File: config.mk
export PLATFORM = sky130hd
export DESIGN_NAME = seconds_to_calendar_date_top
export DESIGN_NICKNAME = d
export VERILOG_FILES = /design/src/hw/rtl/scd_pkg.sv /design/src/hw/rtl/scd_datapath.sv /design/src/hw/rtl/scd_ctrl.sv /design/src/hw/rtl/seconds_to_calendar_date_top.sv
export SDC_FILE = /design/constraint.sdc
export NUM_CORES = 1
export LEC_CHECK = 0
export BUFFER_PORTS_ARGS = -buffer_cell sky130_fd_sc_hd__buf_4
export CAP_MARGIN = 20
export CORE_ASPECT_RATIO = 0.8
export CORE_MARGIN = 4
export CORE_UTILIZATION = 55
export CTS_CLUSTER_SIZE = 25
export DETAILED_ROUTE_END_ITERATION = 12
export GPL_TIMING_DRIVEN = 0
export HOLD_SLACK_MARGIN = 0.15
export PLACE_DENSITY = 0.72
export SETUP_SLACK_MARGIN = 0.05
export SLEW_MARGIN = 0
export SYNTH_ARGS = -nofsm -noshare
export SYNTH_HDL_FRONTEND = slang
export SYNTH_SLANG_ARGS = --single-unit
export TNS_END_PERCENT = 100
File: constraint.sdc
create_clock -name clk_i -period 23.4 [get_ports clk_i]
set_clock_uncertainty 0.15 [all_clocks]
set_input_delay 4.68 -clock clk_i [delete_from_list [all_inputs] [get_ports clk_i]]
set_output_delay 4.68 -clock clk_i [all_outputs]
set_load 0.005 [all_outputs]
File: src/hw/rtl/scd_pkg.sv
// Package with shared types, constants and calendar helpers for the date converter.
`default_nettype none

package scd_pkg;

  localparam logic [11:0] EPOCH_YEAR   = 12'd1950;
  localparam logic [16:0] SECS_PER_DAY = 17'd86400;
  localparam logic [16:0] SECS_PER_HR  = 17'd3600;
  localparam logic [16:0] SECS_PER_MIN = 17'd60;
  localparam logic [16:0] DAYS_PER_WK  = 17'd7;

  // Reciprocals for the constant divisions, q = (n * RECIP) >> shift, exact over the
  // operand ranges. The power-of-two factor of each divisor is shifted out of n first.
  localparam logic [25:0] DAY_RECIP  = 26'd50903317;  // n = secs >> 7, by 675, shift 35
  localparam logic [25:0] HOUR_RECIP = 26'd9321;      // n = tod >> 4, by 225, shift 21
  localparam logic [25:0] MIN_RECIP  = 26'd1093;      // n = rem >> 2, by 15, shift 14
  localparam logic [25:0] WDAY_RECIP = 26'd74899;     // n = days, by 7, shift 19

  typedef enum logic [1:0] {
    DIV_DAY,
    DIV_HOUR,
    DIV_MIN,
    DIV_WDAY
  } div_op_e;

  typedef enum logic [2:0] {
    ST_IDLE,
    ST_DAY,
    ST_HOUR,
    ST_MIN,
    ST_WDAY,
    ST_YEAR,
    ST_MONTH
  } scd_state_e;

  typedef struct packed {
    logic    div_load;
    logic    div_step;
    div_op_e div_op;
    logic    year_init;
    logic    year_step;
    logic    month_step;
    logic    out_load;
  } scd_cmd_t;

  typedef struct packed {
    logic year_fit;
    logic month_fit;
  } scd_status_t;

  // Days before the start of month m (m = 0..12); the leap day counts from March on.
  function automatic logic [8:0] cum_days(input logic leap, input logic [3:0] m);
    logic [8:0] base;
    case (m)
      4'd0:    base = 9'd0;
      4'd1:    base = 9'd31;
      4'd2:    base = 9'd59;
      4'd3:    base = 9'd90;
      4'd4:    base = 9'd120;
      4'd5:    base = 9'd151;
      4'd6:    base = 9'd181;
      4'd7:    base = 9'd212;
      4'd8:    base = 9'd243;
      4'd9:    base = 9'd273;
      4'd10:   base = 9'd304;
      4'd11:   base = 9'd334;
      default: base = 9'd365;
    endcase
    if (leap && (m >= 4'd2)) begin
      base = base + 9'd1;
    end
    return base;
  endfunction

endpackage

`default_nettype wire

File: src/hw/rtl/scd_datapath.sv
// Datapath: shared reciprocal divider, year and month loops, and the output register.
`default_nettype none

module scd_datapath
  import scd_pkg::*;
(
  input  wire logic        clk_i,
  input  wire logic [31:0] secs_i,
  input  wire scd_cmd_t    cmd_i,
  output scd_status_t      status_o,
  output logic [11:0]      year_o,
  output logic [3:0]       month_o,
  output logic [4:0]       day_o,
  output logic [4:0]       hour_o,
  output logic [5:0]       minute_o,
  output logic [5:0]       second_o,
  output logic [2:0]       weekday_o
);

  // Divider: a load registers the reciprocal product, a step turns it into the
  // quotient and the remainder.
  logic [50:0] prod_q;
  logic [16:0] secs_lo_q;

  logic [15:0] days_q;
  logic [16:0] tod_q;
  logic [11:0] hrem_q;
  logic [4:0]  hour_q;
  logic [5:0]  minute_q;
  logic [5:0]  second_q;
  logic [2:0]  weekday_q;
  logic [11:0] year_q;
  logic [15:0] dleft_q;
  logic [3:0]  month_q;

  logic [24:0] numer;
  logic [25:0] recip;
  logic [50:0] product;
  logic [16:0] divisor;
  logic [15:0] quo;
  logic [16:0] dvd;
  logic [16:0] qprod;
  logic [16:0] rem_calc;

  always_comb begin
    case (cmd_i.div_op)
      DIV_DAY: begin
        numer   = secs_i[31:7];
        recip   = DAY_RECIP;
        divisor = SECS_PER_DAY;
        quo     = prod_q[50:35];
        dvd     = secs_lo_q;
      end
      DIV_HOUR: begin
        numer   = {12'd0, tod_q[16:4]};
        recip   = HOUR_RECIP;
        divisor = SECS_PER_HR;
        quo     = {11'd0, prod_q[25:21]};
        dvd     = tod_q;
      end
      DIV_MIN: begin
        numer   = {15'd0, hrem_q[11:2]};
        recip   = MIN_RECIP;
        divisor = SECS_PER_MIN;
        quo     = {10'd0, prod_q[19:14]};
        dvd     = {5'd0, hrem_q};
      end
      default: begin
        numer   = {9'd0, days_q};
        recip   = WDAY_RECIP;
        divisor = DAYS_PER_WK;
        quo     = {3'd0, prod_q[31:19]};
        dvd     = {1'b0, days_q};
      end
    endcase
  end

  // The remainder is below 2^17, so only the low bits of the back product matter.
  assign product  = {26'd0, numer} * {25'd0, recip};
  assign qprod    = {1'b0, quo} * divisor;
  assign rem_calc = dvd - qprod;

  always_ff @(posedge clk_i) begin
    if (cmd_i.div_load) begin
      prod_q <= product;
    end
  end

  always_ff @(posedge clk_i) begin
    if (cmd_i.div_load && (cmd_i.div_op == DIV_DAY)) begin
      secs_lo_q <= secs_i[16:0];
    end
  end

  always_ff @(posedge clk_i) begin
    if (cmd_i.div_step) begin
      case (cmd_i.div_op)
        DIV_DAY: begin
          days_q <= quo;
          tod_q  <= rem_calc;
        end
        DIV_HOUR: begin
          hour_q <= quo[4:0];
          hrem_q <= rem_calc[11:0];
        end
        DIV_MIN: begin
          minute_q <= quo[5:0];
          second_q <= rem_calc[5:0];
        end
        default: begin
          weekday_q <= rem_calc[2:0];
        end
      endcase
    end
  end

  // Within 1950..2086 the only century year is 2000, which is a leap year, so
  // divisibility by four decides.
  logic       leap;
  logic [8:0] ylen;
  logic [8:0] cum_hi;
  logic [8:0] cum_lo;
  logic [15:0] day_calc;

  assign leap   = (year_q[1:0] == 2'b00);
  assign ylen   = leap ? 9'd366 : 9'd365;
  assign cum_hi = cum_days(leap, month_q);
  assign cum_lo = cum_days(leap, month_q - 4'd1);

  assign status_o.year_fit  = (dleft_q < {7'd0, ylen});
  assign status_o.month_fit = (dleft_q < {7'd0, cum_hi});

  assign day_calc = dleft_q - {7'd0, cum_lo} + 16'd1;

  always_ff @(posedge clk_i) begin
    if (cmd_i.year_init) begin
      year_q    <= EPOCH_YEAR;
      dleft_q   <= days_q;
      month_q   <= 4'd1;
    end else if (cmd_i.year_step) begin
      dleft_q <= dleft_q - {7'd0, ylen};
      year_q  <= year_q + 12'd1;
    end else if (cmd_i.month_step) begin
      month_q <= month_q + 4'd1;
    end
  end

  always_ff @(posedge clk_i) begin
    if (cmd_i.out_load) begin
      year_o    <= year_q;
      month_o   <= month_q;
      day_o     <= day_calc[4:0];
      hour_o    <= hour_q;
      minute_o  <= minute_q;
      second_o  <= second_q;
      weekday_o <= weekday_q;
    end
  end

endmodule

`default_nettype wire

File: src/hw/rtl/scd_ctrl.sv
// Controller: sequences the divisions, the year and month loops, and the output handshake.
`default_nettype none

module scd_ctrl
  import scd_pkg::*;
(
  input  wire logic        clk_i,
  input  wire logic        rst_ni,
  input  wire logic        in_valid_i,
  output logic             in_ready_o,
  output logic             out_valid_o,
  input  wire logic        out_ready_i,
  input  wire scd_status_t status_i,
  output scd_cmd_t         cmd_o
);

  scd_state_e state_q, state_d;
  logic       phase_q, phase_d;
  logic       valid_q, valid_d;
  logic       accept;
  logic       can_load;

  assign accept   = in_valid_i && (state_q == ST_IDLE);
  assign can_load = !valid_q || out_ready_i;

  always_comb begin
    state_d = state_q;
    case (state_q)
      ST_IDLE:  if (accept) state_d = ST_DAY;
      ST_DAY:   state_d = ST_HOUR;
      ST_HOUR:  if (phase_q) state_d = ST_MIN;
      ST_MIN:   if (phase_q) state_d = ST_WDAY;
      ST_WDAY:  if (phase_q) state_d = ST_YEAR;
      ST_YEAR:  if (status_i.year_fit) state_d = ST_MONTH;
      ST_MONTH: if (status_i.month_fit && can_load) state_d = ST_IDLE;
      default:  state_d = ST_IDLE;
    endcase
  end

  // The division by 86400 is loaded at the accepting edge; the others first load and
  // then step, as the phase bit toggles.
  always_comb begin
    cmd_o        = '0;
    cmd_o.div_op = DIV_DAY;
    phase_d      = phase_q;
    case (state_q)
      ST_IDLE: begin
        cmd_o.div_load = accept;
      end
      ST_DAY: begin
        cmd_o.div_step = 1'b1;
      end
      ST_HOUR: begin
        cmd_o.div_op   = DIV_HOUR;
        cmd_o.div_load = !phase_q;
        cmd_o.div_step = phase_q;
        phase_d        = !phase_q;
      end
      ST_MIN: begin
        cmd_o.div_op   = DIV_MIN;
        cmd_o.div_load = !phase_q;
        cmd_o.div_step = phase_q;
        phase_d        = !phase_q;
      end
      ST_WDAY: begin
        cmd_o.div_op    = DIV_WDAY;
        cmd_o.div_load  = !phase_q;
        cmd_o.div_step  = phase_q;
        cmd_o.year_init = phase_q;
        phase_d         = !phase_q;
      end
      ST_YEAR: begin
        cmd_o.year_step = !status_i.year_fit;
      end
      ST_MONTH: begin
        cmd_o.month_step = !status_i.month_fit;
        cmd_o.out_load   = status_i.month_fit && can_load;
      end
      default: ;
    endcase
    valid_d = cmd_o.out_load ? 1'b1 : (valid_q && !out_ready_i);
  end

  always_ff @(posedge clk_i or negedge rst_ni) begin
    if (!rst_ni) begin
      state_q <= ST_IDLE;
      phase_q <= 1'b0;
      valid_q <= 1'b0;
    end else begin
      state_q <= state_d;
      phase_q <= phase_d;
      valid_q <= valid_d;
    end
  end

  assign in_ready_o  = (state_q == ST_IDLE);
  assign out_valid_o = valid_q;

endmodule

`default_nettype wire

File: src/hw/rtl/seconds_to_calendar_date_top.sv
// Top level of the converter from epoch seconds to Gregorian date, time and weekday.
//
//   Channel   Direction  Handshake                       Payload
//   s_axis    in         s_axis_tvalid_i/s_axis_tready_o  seconds since 1950-01-01 00:00:00
//   m_axis    out        m_axis_tvalid_o/m_axis_tready_i  year, month, day, h, m, s, weekday
//
// One item is converted at a time. After the accepting edge come the divisions by 86400,
// 3600, 60 and 7, each a reciprocal multiply followed by a remainder step; the year
// loop then steps once per year past 1950, and the month search steps through the
// months, before the result is registered.
// The result sits in an output register; a new item is accepted while it waits,
// and the block stalls at the end of the month search only if the previous result
// has still not been taken. Reset clears the controller and the output valid flag.
`default_nettype none

module seconds_to_calendar_date_top
  import scd_pkg::*;
(
  input  wire logic        clk_i,
  input  wire logic        rst_ni,
  input  wire logic        s_axis_tvalid_i,
  output logic             s_axis_tready_o,
  input  wire logic [31:0] s_axis_tdata_i,   // [31:0] epoch_seconds
  output logic             m_axis_tvalid_o,
  input  wire logic        m_axis_tready_i,
  // [11:0] year, [15:12] month, [20:16] day, [25:21] hour, [31:26] minute,
  // [37:32] second, [40:38] weekday, [47:41] zero
  output logic [47:0]      m_axis_tdata_o
);

  scd_cmd_t    cmd;
  scd_status_t status;

  logic [11:0] year;
  logic [3:0]  month;
  logic [4:0]  day;
  logic [4:0]  hour;
  logic [5:0]  minute;
  logic [5:0]  second;
  logic [2:0]  weekday;

  scd_ctrl u_ctrl (
    .clk_i       (clk_i),
    .rst_ni      (rst_ni),
    .in_valid_i  (s_axis_tvalid_i),
    .in_ready_o  (s_axis_tready_o),
    .out_valid_o (m_axis_tvalid_o),
    .out_ready_i (m_axis_tready_i),
    .status_i    (status),
    .cmd_o       (cmd)
  );

  scd_datapath u_datapath (
    .clk_i     (clk_i),
    .secs_i    (s_axis_tdata_i),
    .cmd_i     (cmd),
    .status_o  (status),
    .year_o    (year),
    .month_o   (month),
    .day_o     (day),
    .hour_o    (hour),
    .minute_o  (minute),
    .second_o  (second),
    .weekday_o (weekday)
  );

  // Fields packed from the lowest bit up, padded with zeros to six bytes.
  assign m_axis_tdata_o = {7'd0, weekday, second, minute, hour, day, month, year};

endmodule

`default_nettype wire
# Yosys cells after proc, flatten, opt, wreduce, memory -nomap -nowiden
# Memories as Yosys holds them, arrays and structs flattened. A register that Yosys moved wholly into a read port is not among the register bits.
# Cells that the tools add are included.
# Widths: inputs -> output; s select.
[classes]
n_bitwise = 2
muxes = 26
reduce_logical = 24
multipliers = 2
n_addsub = 9
order_cmp = 4
eq_ne = 14
[op_table]
columns = ["cell", "count"]
rows = [
  ["$pmux 17 s3", 2],
  ["$pmux 26 s3", 1],
  ["$pmux 25 s3", 1],
  ["$mul 25x26->51", 1],
  ["$pmux 16 s3", 1],
  ["$lt 16x9->1", 2],
  ["$mux 16", 2],
  ["$pmux 3 s7", 1],
  ["$mux 3", 6],
  ["$mul 16x17->17", 1],
  ["$sub 17x17->17", 1],
  ["$sub 16x9->16", 1],
  ["$add 12x1->12 const B", 1],
  ["$ne 2x1->1 const B", 6],
  ["$add 5x1->5 const B", 2],
  ["$reduce_and 2->1", 5],
  ["$add 9x1->9 const B", 1],
  ["$eq 3x3->1 const B", 3],
  ["$mux 9", 1],
  ["$ge 4x2->1 const B", 2],
  ["$mux 4", 2],
  ["$eq 3x2->1 const B", 2],
  ["$logic_and 1x1->1", 6],
  ["$pmux 2 s3", 1],
  ["18 further kinds", 29],
]
[totals]
output_inout_bits = 50
input_bits = 36
mem_bits_ro = 288
ff_bits = 211
elab_cells = 105
mem_count = 2
[memory_table]
columns = ["memory", "depth", "word_bits", "read_ports", "rd_clocked_by_memory_dff", "wr", "line_no", "text"]
rows = [
  ["(name not given)", 16, 9, 1, 0, 0, "scd_pkg.sv:54", "case (m)"],
  ["(name not given)", 16, 9, 1, 1, 0, "scd_pkg.sv:54", ""],
]

# Logic depth before layout (Yosys ltp)
# Gate-level depths: netlist (run 1).
[logic_depth]
word_depth = 9
mapped_depth = 39
ltp_nobuf = 33

# By module
# From an unflattened synthesis (run 1), not the netlist that was laid out.
[hier_totals]
hier_cells = 2811
area_unflattened_um2 = 28407.2
[by_module_without_submodules]
columns = ["module", "instances", "seq_area_each_um2", "cells_each", "area_each_um2"]
rows = [
  ["scd_datapath", 1, 5695.5, 2758, 27968.1],
  ["scd_ctrl", 1, 125.1, 45, 382.9],
  ["seconds_to_calendar_date_top", 1, 0.0, 8, 56.3],
]

# Worst setup path before layout (run 1)
# No wires, ideal clock.
[synth_timing]
kind = "input port to flip-flop"
start = "input port s_axis_tdata_i[12]"
end = "register u_datapath.prod_q[43] (data pin)"
setup_time_ns = 0.259
arrival_time_ns = 11.170
path_stages = 25
setup_slack_ns = 11.821
n_path_buf = 0
required_ns = 22.991
path_cell_list = "nand2_1 -> a31oi_1 -> and2_1 -> inv_1 -> fa_1 -> fa_1 -> fa_1 -> inv_1 -> fa_1 -> inv_1 -> fa_1 -> inv_1 -> fa_1 -> inv_1 -> fa_1 -> inv_1 -> ha_1 -> and4_1 -> and3_1 -> a221o_1 -> a211oi_2 -> o21ai_1 -> a21bo_2 -> a21oi_1 -> xnor2_1"
[synth_via]
elab_chain_len = 2
[synth_rtl]
columns = ["element", "line_no", "text"]
rows = [
  ["start, declared", "seconds_to_calendar_date_top.sv:23", "input wire logic [31:0] s_axis_tdata_i,"],
  ["$pmux 25 s3", "scd_datapath.sv:46", "case (cmd_i.div_op)"],
  ["$mul 25x26->51", "scd_datapath.sv:79", "assign product = {26'd0, numer} * {25'd0, recip};"],
  ["net u_datapath.product[43]", "scd_datapath.sv:38", "logic [50:0] product;"],
  ["end signal, assigned", "scd_datapath.sv:85", "prod_q <= product;"],
  ["end, declared", "scd_datapath.sv:22", "logic [50:0] prod_q;"],
]
# The timed path passes the listed nets, and every way through them passes these cells.
# A chain may end at the register's enable or synchronous reset.

# Worst setup path in the final report (run 1)
[layout_timing]
start = "input port s_axis_tdata_i[15]"
end = "register u_datapath.prod_q[50] (data pin)"
# The elaborated chain is that of the path after synthesis.

==> results.yml, run 1 <==
timing:
  tightestPinTransition_ps: 1250
  slew_headroom: 0.164
  hold_viol_final: 0
  fin_ws_ps: 10470
  post-route-min-period_ps: 12930
  final_min_period_over_clock_period: 0.553
  rsz_0062_raised_after_global_routing: "false"
  timing_max_transition_violations_final: 0
  fmaxAchievable_mhz: 77.3
  setup-tns-final_ps: 0
  final-setup-viol-count: 0
logic_synthesis:
  postSynthCellCount: 2849
  synth-edff-count: 173
  synth_top_family_by_area: "adder cells"
  syn_avg_cell_area_um2: 10.1
  post_synth_xor_area_fraction: 0.0375
  synth_compound_area_frac: 0.0661
  yosys_register_bits: 203
  mapped_area_um2: 28700
  synth_top_cell_area_share: 0.310
  synth_mux_area_frac: 0.00545
  netlist.top_cell.by_area: "sky130_fd_sc_hd__fa_1"
  synth-async-reset-ratio: 0.0246
  number_of_distinct_standard_cells_referenced_by_the_synthesized_netlist: 78
  synthesis.yosys.warnings: 0
  netlist_top_cells_area: "sky130_fd_sc_hd__fa_1 31%, sky130_fd_sc_hd__edfxtp_1 18%, sky130_fd_sc_hd__ha_1 17%"
  synth-adder-area-share: 0.483
  ys_seq_area_frac: 0.203
  synth_top_flop_cell: "sky130_fd_sc_hd__edfxtp_1"
  post_synthesis_simple_gate_area_fraction: 0.0988
critical_path:
  startpoint_type: "input port"
  critical_path.max_fanout: 8
  critPathRequiredTime_ps: 23520
  crit_type: "input port to flop"
  crit_arrival_ps: 13050
  end_kind: "flop"
clocking:
  cts_root_buffer: "sky130_fd_sc_hd__clkbuf_16"
  cts-buffers-inserted: 20
  clk_pin_slew_worst_setup_hold_paths_ps: 70
  cts_hold_repair.buffers: 0
  post_cts.resized_instances: 0
  clk_latency_ps: 530
  ctsLongestPathBuffers: 3
  numClockSinks: 203
  cts_tree: "built"
  cts.repair_timing.setup_buffer_count: 0
  clock_h_tree_levels: 1
placed_design:
  dpl.hpwl_um: 66500
  dp_worst_setup_slack_ps: 10190
  port-buffer-count: 78
  gp_congestion: 0.981
routing:
  initial_drt_markers: 1961
  route.vias.total: 20495
  vias_per_cell: 5.54
  detail_route.wl_per_cell_um: 21.4
  residual_drc: 0
  postRouteAntennaNets: 0
  drt_wl_total_um: 79000
  first_pass_iters: 6
floorplan:
  placementRows: 74
  die_height_um: 212
  die_area_um2: 55900
  effective_utilization_at_floorplan: 0.559
  core-area_um2: 51400
  ioPinCount: 86
  chip_width_um: 263
layout:
  final_cell_mix: "733 x sky130_fd_sc_hd__inv_1, 444 x sky130_fd_sc_hd__fa_1, 397 x sky130_fd_sc_hd__ha_1, 207 x sky130_fd_sc_hd__nand2_1, 173 x sky130_fd_sc_hd__edfxtp_1"
  most_common_cell_after_layout_fill_and_taps_aside: "sky130_fd_sc_hd__inv_1"
  post_route_cells_drive_above_1_share: 0.0577
  num_antenna_cells: 0
  layout_area_growth_over_synthesis_pct: 8.41
  regArea_um2: 5820
  fill_cells: 4357
  num-nets-final: 3877
  multi_input_comb_area_um2: 20000
global_route:
  grt_start_max_net_pins: 43
  first_global_vias: 21459
  grt_antenna_before_repair: 2
  grt_ovf: 0
  grt_first_pass_wirelength_um: 123000
  globalRouteTotalUtil: 0.287
pwr:
  ir_drop_v: 0.000258
  power.leakage_nw: 15.7
  cell_area_power_density_nw_per_um2: 115
run_status:
  outcome: "completed"
worst_hold_path:
  min_path_type: "flop to flop"
flow_run:
  drv_cap: 0
stage by stage:
stage	std cells	power (mW)	hold slack, ps	utilization	instance area (µm²)
2_1_floorplan	2883	2.48	250	-	28800
3_3_place_gp	3645	3.14	253	0.589	30300
3_5_place_dp	3656	3.17	255	0.592	30400
4_1_cts	3692	3.52	270	0.605	31100
5_1_grt	3698	3.90	274	0.606	31100
6_report	3698	3.58	270	0.606	31100
per-layer routing:
metal / track usage / vias up / wire length, µm
li1: - / 9146 / -
met1: 0.426 / 10371 / 34800
met2: 0.437 / 858 / 34600
met3: 0.0631 / 120 / 7750
met4: 0.0621 / 0 / 1860
met5: 0 / - / 0
synthesized netlist by cell type (3+ instances only):
cell and instances:
sky130_fd_sc_hd__a222oi_1 5, sky130_fd_sc_hd__a22oi_1 10, sky130_fd_sc_hd__dfxtp_1 25, sky130_fd_sc_hd__nor3_1 16, sky130_fd_sc_hd__nand2b_1 33, sky130_fd_sc_hd__or3_1 10
sky130_fd_sc_hd__edfxtp_1 173, sky130_fd_sc_hd__a21oi_1 95, sky130_fd_sc_hd__o31a_1 4, sky130_fd_sc_hd__nor2b_1 45, sky130_fd_sc_hd__mux2_2 3, sky130_fd_sc_hd__a31o_2 6
sky130_fd_sc_hd__a211oi_1 5, sky130_fd_sc_hd__nor2_1 90, sky130_fd_sc_hd__o31ai_1 4, sky130_fd_sc_hd__a211o_1 5, sky130_fd_sc_hd__buf_4 8, sky130_fd_sc_hd__inv_1 733
sky130_fd_sc_hd__and2_1 85, sky130_fd_sc_hd__dfrtp_1 5, sky130_fd_sc_hd__clkbuf_1 59, sky130_fd_sc_hd__nand4_1 14, sky130_fd_sc_hd__nand3_1 22, sky130_fd_sc_hd__or2_2 9
sky130_fd_sc_hd__o21ai_0 42, sky130_fd_sc_hd__fa_1 444, sky130_fd_sc_hd__mux2i_1 10, sky130_fd_sc_hd__a221oi_1 3, sky130_fd_sc_hd__ha_1 397, sky130_fd_sc_hd__xnor2_1 80
sky130_fd_sc_hd__a31oi_1 21, sky130_fd_sc_hd__o211ai_1 6, sky130_fd_sc_hd__o21a_1 11, sky130_fd_sc_hd__a21o_1 36, sky130_fd_sc_hd__and3_1 22, sky130_fd_sc_hd__nand2_1 207
sky130_fd_sc_hd__xor2_1 43, sky130_fd_sc_hd__o22ai_1 6, sky130_fd_sc_hd__o21bai_1 9
state kept, by name (all words and copies together) (netlist names), 4 cells and up, named ones only:
| signal | count |
|---|---|
| u_datapath.second_q | 6 |
| u_datapath.minute_q | 6 |
| u_datapath.day_o | 5 |
| u_datapath.month_q | 4 |
| u_datapath.minute_o | 6 |
| u_datapath.tod_q | 17 |
| u_datapath.hour_q | 5 |
| u_datapath.secs_lo_q | 17 |
| u_datapath.hrem_q | 12 |
| u_datapath.year_o | 12 |
| u_datapath.second_o | 6 |
| u_datapath.dleft_q | 16 |
| u_datapath.days_q | 16 |
| u_datapath.month_o | 4 |
| u_datapath.year_q | 12 |
| u_datapath.prod_q | 34 |
| u_datapath.hour_o | 5 |
cell families after synthesis:
kind of cell | count (synthesis)
xor gates and xnor gates | 123
muxes | 14
AOI/OAI and AO/OA | 290
other | 2
DFF | 203
buffers and inverters | 805
adders and majority gates | 841
and+or+nand+nor | 571
layout make-up:
cell class	count	area share
well taps	684	0.0275
flip-flops and latches	203	0.187
multi-input cells	1875	0.642
repair buffers	95	0.0243
plain buffers	71	0.00981
clock buffers	26	0.0174
inverters	734	0.0885
clock inverters	10	0.00390
path summary, 6_finish.rpt:
check,end,slack (ps),startpoint,depth (start not counted)
min in group asynchronous,u_ctrl.state_q[2]$_DFFE_PN0P_,3810,rst_ni,1
max reg2reg,u_datapath.prod_q[50]$_DFFE_PP_,11140,u_ctrl.state_q[2]$_DFFE_PN0P_,32
max,u_datapath.prod_q[50]$_DFFE_PP_,10470,s_axis_tdata_i[15],26
min reg2reg,u_datapath.hour_o[0]$_DFFE_PP_,270,u_datapath.hour_q[0]$_DFFE_PP_,0
min,u_datapath.hour_o[0]$_DFFE_PP_,270,u_datapath.hour_q[0]$_DFFE_PP_,0
max in group asynchronous,u_ctrl.state_q[1]$_DFFE_PN0P_,19170,rst_ni,1
critical path, cell delays in order:
cell                       delay (ps)
sky130_fd_sc_hd__buf_4            110
sky130_fd_sc_hd__nand2_1           50
sky130_fd_sc_hd__a31oi_1          910
sky130_fd_sc_hd__and2_1           530
sky130_fd_sc_hd__inv_1            290
sky130_fd_sc_hd__fa_1             550
sky130_fd_sc_hd__inv_1             50
sky130_fd_sc_hd__fa_1             490
sky130_fd_sc_hd__inv_1             50
sky130_fd_sc_hd__fa_1             480
sky130_fd_sc_hd__inv_1             60
sky130_fd_sc_hd__fa_1             500
sky130_fd_sc_hd__fa_1             530
sky130_fd_sc_hd__fa_1             490
sky130_fd_sc_hd__inv_1             50
sky130_fd_sc_hd__fa_1             520
sky130_fd_sc_hd__inv_1             60
sky130_fd_sc_hd__ha_1             390
sky130_fd_sc_hd__a21oi_1          390
sky130_fd_sc_hd__o211ai_1         120
sky130_fd_sc_hd__or3_1            410
sky130_fd_sc_hd__o211ai_1         490
sky130_fd_sc_hd__o31ai_1          230
sky130_fd_sc_hd__a31oi_1          320
sky130_fd_sc_hd__o21ai_1          150
sky130_fd_sc_hd__xnor2_1          140
power by group:
part           leakage, nW  internal [mW]  switching (mW)
clock                0.317          0.188           0.147
combinational         13.5           1.06            1.67
sequential            1.87          0.513               0
Power figures use the tool's default switching activity.
==> run 2, diff against run 1 <==
Settings changed: PLACE_DENSITY 0.72 to 0.75.
Clock period 23.4 ns to 11.5 ns, I/O delays scaled along.
==> run 2 against run 1 <==
Against the previous run:
- count of clock-buffer cells in the layout stayed put
- die area unchanged
- total power is 100% higher
- final area is 0.24% higher
- utilization is 0.15 points higher
- sequential power is 100% higher
- setup slack worse by 10000 ps
- critical endpoint unchanged
- largest cell class unchanged
==> results.yml, run 2 (same netlist as run 1, synthesis figures left out) <==
floorplan:
  core-area_um2: 51400
  die_area_um2: 55900
  effective_utilization_at_floorplan: 0.559
  placementRows: 74
  ioPinCount: 86
  chip_width_um: 263
  die_height_um: 212
global_route:
  grt_start_max_net_pins: 43
  grt_ovf: 0
  first_global_vias: 21211
  grt_antenna_before_repair: 1
  globalRouteTotalUtil: 0.279
  grt_first_pass_wirelength_um: 121000
layout:
  num_antenna_cells: 0
  most_common_cell_after_layout_fill_and_taps_aside: "sky130_fd_sc_hd__inv_1"
  reg_top3: "u_datapath.prod_q: 34 flops, u_datapath.secs_lo_q: 17 flops, u_datapath.tod_q: 17 flops"
  final_cell_mix: "732 x sky130_fd_sc_hd__inv_1, 444 x sky130_fd_sc_hd__fa_1, 397 x sky130_fd_sc_hd__ha_1, 207 x sky130_fd_sc_hd__nand2_1, 173 x sky130_fd_sc_hd__edfxtp_1"
  max_ffs_per_register: 34
  top_register: "u_datapath.prod_q"
  post_route_core_utilization: 0.607
  final_design_area_no_fill_um2: 31200
  finalNonFillerCells: 3695
  num-nets-final: 3873
  layout_area_growth_over_synthesis_pct: 8.67
  post_route_cells_drive_above_1_share: 0.0658
placed_design:
  dpl.hpwl_um: 64800
  gp_congestion: 0.996
  placed_area_um2: 30400
  port-buffer-count: 78
  place_inst: 3654
clocking:
  clk_pin_slew_worst_setup_hold_paths_ps: 60
  cts.repair_timing.setup_buffer_count: 0
  cts_hold_repair.buffers: 0
  clk_latency_ps: 530
  cts_root_buffer: "sky130_fd_sc_hd__clkbuf_16"
  ctsLongestPathBuffers: 3
  clock_h_tree_levels: 1
  numClockSinks: 203
  cts-buffers-inserted: 21
  cts_tree: "built"
routing:
  route.vias.total: 20281
  residual_drc: 0
  drt_wl_total_um: 76800
  initial_drt_markers: 1848
  first_pass_iters: 9
  detail_route.wl_per_cell_um: 20.8
  postRouteAntennaNets: 0
  vias_per_cell: 5.49
worst_hold_path:
  min_path_type: "flop to flop"
  hold-path-cell-count: 0
critical_path:
  startpoint_type: "flop"
  critical_path.max_fanout: 13
  timing.critical_path.mode_cell: "sky130_fd_sc_hd__fa_1"
  cp_slowest_stage_delay_ps: 540
  crit_type: "flop to flop"
  end_kind: "flop"
  critPathSlowestCell: "sky130_fd_sc_hd__fa_1"
  reg2regPathDepth: 32
  critPathRequiredTime_ps: 11620
  crit_arrival_ps: 11310
timing:
  post-route-min-period_ps: 11190
  fmaxAchievable_mhz: 89.4
  hold_viol_final: 0
  timing_max_transition_violations_final: 0
  tightestPinTransition_ps: 1100
  final_min_period_over_clock_period: 0.973
  final-setup-viol-count: 0
  rsz_0062_raised_after_global_routing: "true"
  slew_headroom: 0.245
pwr:
  power.leakage_nw: 15.7
  ir_drop_v: 0.000564
  cell_area_power_density_nw_per_um2: 234
run_status:
  outcome: "completed"
flow_run:
  drv_cap: 0
run 2: cell types whose count changed in the layout (fill, tap and decap cells not counted), moves of 2 or more:
cell / before / now
sky130_fd_sc_hd__clkbuf_1: 63 / 50
sky130_fd_sc_hd__clkinv_1: 3 / 1
sky130_fd_sc_hd__a221oi_1: 3 / 1
sky130_fd_sc_hd__buf_4: 99 / 95
sky130_fd_sc_hd__clkinv_2: 1 / 7
sky130_fd_sc_hd__clkbuf_2: 0 / 12
sky130_fd_sc_hd__a221oi_2: 0 / 2
sky130_fd_sc_hd__a31oi_4: 0 / 2
sky130_fd_sc_hd__clkbuf_16: 20 / 22
sky130_fd_sc_hd__a31oi_1: 21 / 18
run 2: metal layers:
| metal | GRT usage | vias to the layer above | routed length (µm) |
|---|---|---|---|
| met3 | 0.0793 | 127 | 8240 |
| li1 | - | 9156 | - |
| met5 | 0 | - | 0 |
| met1 | 0.401 | 10119 | 32800 |
| met4 | 0.0566 | 0 | 1900 |
| met2 | 0.430 | 879 | 33900 |
run 2: cell type report:
| type | instances | area [µm²] |
|---|---|---|
| Clock inverter | 12 | 104 |
| Timing Repair Buffer | 91 | 726 |
| Tap cell | 684 | 856 |
| Fill cell | 4321 | 20200 |
| Inverter | 734 | 2760 |
| Buffer | 70 | 317 |
| Multi-Input combinational cell | 1875 | 20000 |
| Clock buffer | 26 | 576 |
| Sequential cell | 203 | 5820 |
run 2: path summary, 6_finish.rpt:
path | from | endpoint | slack, ps
worst min register to register | u_datapath.minute_q[4]$_DFFE_PP_ | u_datapath.minute_o[4]$_DFFE_PP_ | 270
worst max-delay path | u_ctrl.state_q[2]$_DFFE_PN0P_ | u_datapath.prod_q[50]$_DFFE_PP_ | 310
worst min-delay path | u_datapath.minute_q[4]$_DFFE_PP_ | u_datapath.minute_o[4]$_DFFE_PP_ | 270
worst max register to register | u_ctrl.state_q[2]$_DFFE_PN0P_ | u_datapath.prod_q[50]$_DFFE_PP_ | 310
min in group asynchronous | rst_ni | u_ctrl.state_q[2]$_DFFE_PN0P_ | 1430
max in group asynchronous | rst_ni | u_ctrl.out_valid_o$_DFF_PN0_ | 9650
run 2: timing repair:
action	4_1_cts	5_1_grt
cloned	0	0
endpoints found under the hold margin	0	0
pin swaps	0	0
gates resized for setup	6	32
endpoints found under the setup margin	18	20
run 2: metrics by stage:
step           TNS, ps  hold WS, ps  setup WS [ps]  total power, mW
3_5_place_dp     -4930          256           -595             6.41
2_1_floorplan        0          250           2260             5.04
6_report             0          268            312             7.29
4_1_cts              0          267           63.6             7.16
3_3_place_gp    -18140          254          -1180             6.35
5_1_grt              0          273           27.4             7.96
run 2: power breakdown:
part / switching [mW] / leakage (nW) / internal (mW) / total, mW
Combinational: 3.40 / 13.5 / 2.17 / 5.57
Sequential: 0 / 1.87 / 1.04 / 1.04
Clock: 0.298 / 0.341 / 0.383 / 0.681
run 2: worst max-delay path: cells and delay by family, from the launching register on:
kind	cells	cell delay (ps)
DFF	1	440
and+or+nand+nor	4	1230
adders and majority gates	9	4280
xor gates and xnor gates	1	150
buffers and inverters	10	2090
AOI/OAI and AO/OA	8	2580
